### src/rtl/rotated_sorted_array_search_unit_assert.svh
// Assertion macros for the rotated sorted array search unit.
`ifndef ROTATED_SORTED_ARRAY_SEARCH_UNIT_ASSERT_SVH
`define ROTATED_SORTED_ARRAY_SEARCH_UNIT_ASSERT_SVH

// Same-cycle implication, disabled during reset.
`define RSAS_ASSERT_IMP(label, clk, rst_n, ante, cons, msg) \
    label: assert property (@(posedge clk) disable iff (!rst_n) (ante) |-> (cons)) \
        else $error(msg);

// Next-cycle implication, disabled during reset.
`define RSAS_ASSERT_NXT(label, clk, rst_n, ante, cons, msg) \
    label: assert property (@(posedge clk) disable iff (!rst_n) (ante) |=> (cons)) \
        else $error(msg);

`endif

### src/rtl/rsas_pkg.sv
// Shared types and constants of the rotated sorted array search unit.
package rsas_pkg;

    localparam int MAX_ELEMENTS_DEF = 128;
    localparam int DATA_W           = 32;
    localparam int ADDR_W           = 7;
    localparam int LEN_W            = 8;
    localparam int POS_W            = 7;

    localparam logic MODE_WRITE  = 1'b0;
    localparam logic MODE_SEARCH = 1'b1;

    typedef logic [LEN_W-1:0] len_t;

    typedef struct packed {
        logic                     mode;
        logic [ADDR_W-1:0]        address;
        logic signed [DATA_W-1:0] data;
    } req_t;

    typedef struct packed {
        logic             found;
        logic [POS_W-1:0] position;
    } rsp_t;

endpackage

### src/rtl/rsas_store.sv
// Element store: one write port, one read port with registered read data.
module rsas_store #(
    parameter int DEPTH = rsas_pkg::MAX_ELEMENTS_DEF
) (
    input  logic                            clk,
    input  logic                            wr_en,
    input  logic [$clog2(DEPTH)-1:0]        wr_addr,
    input  logic [rsas_pkg::DATA_W-1:0]     wr_data,
    input  logic                            rd_en,
    input  logic [$clog2(DEPTH)-1:0]        rd_addr,
    output logic [rsas_pkg::DATA_W-1:0]     rd_data
);

    logic [rsas_pkg::DATA_W-1:0] mem [DEPTH];
    logic [rsas_pkg::DATA_W-1:0] rd_data_reg;

    always_ff @(posedge clk)
    begin
        if (wr_en)
        begin
            mem[wr_addr] <= wr_data;
        end
    end

    always_ff @(posedge clk)
    begin
        if (rd_en)
        begin
            rd_data_reg <= mem[rd_addr];
        end
    end

    assign rd_data = rd_data_reg;

endmodule
### config.mk
export PLATFORM = sky130hd
export DESIGN_NAME = rsas_store
export DESIGN_NICKNAME = d
export VERILOG_FILES = /design/src/rtl/rotated_sorted_array_search_unit_assert.svh /design/src/rtl/rsas_pkg.sv /design/src/rtl/rsas_store.sv
export SDC_FILE = /design/constraint.sdc
export NUM_CORES = 2
export LEC_CHECK = 0
export BUFFER_PORTS_ARGS = -buffer_cell sky130_fd_sc_hd__buf_4
export CORE_UTILIZATION = 55
export CTS_CLUSTER_DIAMETER = 120
export DETAILED_ROUTE_END_ITERATION = 16
export HOLD_SLACK_MARGIN = 0.05
export PLACE_DENSITY = 0.67
export SYNTH_ARGS = -nofsm -noshare
export SYNTH_HDL_FRONTEND = slang
export SYNTH_SLANG_ARGS = --single-unit
### constraint.sdc
create_clock -name clk -period 4 [get_ports clk]
set_input_delay 0.4 -clock clk [delete_from_list [all_inputs] [get_ports clk]]
set_output_delay 0.4 -clock clk [all_outputs]
set_load 0.05 [all_outputs]
After elaboration in Yosys (flattened, before gate mapping)
Memories as Yosys holds them, arrays and structs flattened. A register that Yosys moved wholly into a read port is not among the register bits.
Index checks and enable logic that the tools add are counted.
{"block": "word_totals", "out_inout_bits": 32, "ram_bits": 4096, "word_cells": 3, "latch_bits": 0, "input_bits": 49, "ff_bits": 0, "rom_bits": 0, "memories": 1}
{"block": "op_classes", "div": 0, "add_sub_neg": 0, "mux": 2, "magnitude_cmp": 0, "mul": 0, "n_reduce_logical": 0, "bitwise": 0, "eq_ne": 0, "shifts": 0}
{"memory": "mem", "words": 128, "word_bits": 32, "read_ports": 1, "rd_ports_with_merged_regs": 1, "wr": 1, "line_no": "rsas_store.sv:14", "rtl": "logic [rsas_pkg::DATA_W-1:0] mem [DEPTH];"}
{"cell": "$mux 1", "n": 2}

Logic depth before layout (Yosys ltp)
{"block": "logic_depth", "word_depth": 2, "depth_mapped": 8, "mapped_depth_nobuf": 4}

Least setup slack after synthesis
OpenSTA, ideal clock, no wires.
{"block": "synth_path", "path_kind": "input port to flip-flop", "start": "input port wr_en", "end": "memory mem[98][0] (netlist bit) (enable)", "setup_ps": 461, "path_slack_ps": 361, "cell_stages": 3, "n_path_buf": 1, "t_required_ps": 3539, "arrival_ps": 3178, "path_cell_list": "clkbuf_1 -> nand4_1 -> nor3_1"}
{"block": "synth_via", "elab_chain_len": 2}
{"item": "from (decl)", "line_no": "rsas_store.sv:6", "rtl": "input logic wr_en,"}
{"item": "$mux 1", "line_no": "rsas_store.sv:19", "rtl": "if (wr_en)"}
{"item": "$mux 1 (implied by the code)", "line_no": "rsas_store.sv:21", "rtl": "mem[wr_addr] <= wr_data;"}
{"item": "to (decl)", "line_no": "rsas_store.sv:14"}
No other way between the ends.

==> impl_metrics.yaml <==
outcome:
  status: "complete, no violations"
clock_tree:
  cts_resized: 0
  clkLatencyLatePin_ns: 0.92
  cts.sink_count: 4128
  cts_root_buf: "clkbuf_16"
  numCtsBuffers: 406
  path_clk_slew_ns: 0.06
  htreeDepth: 5
  cts_tree: "done"
  clk_path_buf_depth: 4
floorplan:
  die_area_um2: 287000
  initial_core_util_pct: 55.4
  fp.dieW_um: 536
  core_um2: 283000
  die_h_um: 536
  core.rowCount: 195
  io_pins: 81
yosys:
  syn_nets: 6039
  yosysUniqueCellTypes: 16
  ys_warn_count: 0
  yosys_register_bits: 4128
  syn-cell-area_um2: 157000
  avgSynthCellArea_um2: 26.1
  synth_cells: 5990
  yosysSeqAreaShare_pct: 79.2
cells_and_area:
  layout-drive-gt1-share_pct: 36.9
  multi_input_area_um2: 32300
  fillers: 18000
  area_growth_pct: 14.1
  final_cell_count_no_fill: 10600
  final_nets: 6599
  final-seq-area_um2: 124000
  largest_register_ffs: 4096
global_route:
  grt_max_degree: 103
  antenna_found_initial: 48
  grt_pass1_wl_mm: 579
  grt_usage_pct: 29.7
  grt_remaining_overflow: 0
  grt_pass1_vias: 71800
sta:
  rsz0062_at_grt: "false"
  tightest_slew_ns: 1.34
  hold_violations: 0
  finalMaxSlewViolations: 0
  post-route-period-util_pct: 73.6
  max_slew_margin_pct: 10.9
  finClkSkew_ns: 0.0521
  fin_setup_tns_ns: 0
  setup_violations: 0
  max_freq_mhz: 340
  fin_crit_ns: 2.94
drt:
  remaining_drc_errors: 0
  routed_wl_mm: 419
  viasPerCell: 6.77
  first_pass_iters: 5
  drtIter0Drc: 10700
  detail_route.wl_per_cell_um: 39.3
  vias: 72100
  ant_nets: 0
critical_path:
  critPathArrivalTime_ns: 3.62
  cp.required_ns: 4.67
  cp-end-kind: "flop"
  cp_max_fo: 23
  crit_type: "primary input to flop"
  worst_setup_path_start_kind: "primary input"
min_path:
  hp-class: "primary input to flop"
power_and_ir_drop:
  pwr-share-comb_pct: 5.4
  leakage_nw: 55.0
  total_power_mw: 90.4
  p_sw_share_pct: 21.2
  power.switching_mw: 19.2
  p_int_mw: 71.2
  pwr-share-seq_pct: 53.1
  ir_drop_uv: 478
  power_density_nw_per_um2: 506
  power_frac_clock_pct: 41.5
placed_design:
  port_buffers: 80
  routabilityCongestion: 0.821
  dp_cells: 9879
  place_hpwl_mm: 235
job:
  cap_violations: 0
==> power groups by stage <==
stage          Clock, mW  Sequential, mW  Combinational, mW
2_1_floorplan          0            48.9               2.31
6_report            37.5            48.0               4.91
3_3_place_gp           0            48.9               4.84
3_5_place_dp           0            48.9               4.92
4_1_cts             37.9            48.0               4.93
5_1_grt             39.4            48.0               5.07
==> metal layers <==
layer	vias up	wire (µm)	global-route usage, %
met3	648	43300	6.08
li1	27600	-	-
met4	24	18600	12.0
met1	39700	153000	41.2
met2	4079	204000	46.8
met5	-	154	0
==> cells in the final DEF (no fill, tap or decap), types with 6 or more instances in the layout <==
cell,n
buf_12,89
dlygate4sd3_1,6
clkinv_1,101
nor2b_1,7
clkbuf_16,411
nand3_1,8
mux2_2,32
nor2_4,119
bufinv_16,42
clkbuf_1,71
edfxtp_1,4128
nor3_2,9
clkinv_8,6
diode_2,26
clkinv_2,76
nand2_1,11
mux4_2,1344
buf_4,368
clkinvlp_4,15
==> final timing paths <==
kind / start / endpoint / slack (ns) / cells past startpoint
min reg2reg: mem[66][1]$_DFFE_PP_ / rd_data[1]$_DFFE_PP_ / 1.21 / 4
max: rd_addr[0] / rd_data[10]$_DFFE_PP_ / 1.06 / 8
min: wr_data[27] / mem[90][27]$_DFFE_PP_ / 0.08 / 1
max reg2reg: mem[101][6]$_DFFE_PP_ / rd_data[6]$_DFFE_PP_ / 1.23 / 4
==> final cells by class <==
class,instances,share of cell area [%]
antenna,26,0.0364
tap,3743,2.62
sequential,4128,69.4
clock buffer,482,5.90
multi-input combinational,1546,18.1
clock inverter,254,1.38
timing repair buffer,468,2.62
==> cell families (layout without fill, tap and decap cells) <==
family                 count (synthesis)  in the layout  share of synthesized area, %
DFF                                 4128           4128                          79.2
and+or+nand+nor                      170            170                         0.445
buffers and inverters                316           1204                         0.837
muxes                               1376           1376                          19.6
other                                  0             26                             0
==> synthesized netlist by cell type, drive strengths merged <==
master	n	area (µm²)
mux2	32	360
nand4	3	18.8
nand2	14	52.6
buf	134	628
nor3	9	45.0
mux4	1344	30300
nor2	122	458
nor2b	7	43.8
or3	1	6.26
nand2b	2	12.5
clkbuf	182	683
nand3	12	60.1
edfxtp	4128	124000
==> through the flow <==
| stage | instance area (µm²) | hold WS [ns] | utilization [%] | worst slack (ns) |
|---|---|---|---|---|
| floorplan | 157000 | 0.499 | - | 0.361 |
| global placement | 166000 | 0.846 | 58.5 | 0.138 |
| detailed placement | 166000 | 0.851 | 58.5 | 0.158 |
| CTS | 179000 | 0.0504 | 63.2 | 1.11 |
| global route | 179000 | 0.0783 | 63.2 | 1.02 |
| finish | 179000 | 0.0824 | 63.2 | 1.06 |
==> critical path: stages <==
cell and delay [ns]:
buf_16 0.25, buf_12 0.24, buf_12 0.26, buf_12 0.19
mux4_2 0.53, mux4_2 0.63, mux4_2 0.66, mux2_2 0.33
==> repair_timing <==
action / in CTS / in global routing
hold endpoints to repair: 167 / 0
hold buffers: 6 / 0
setup buffers: 0 / 0
No activity file was read; power rests on OpenSTA's default activity.
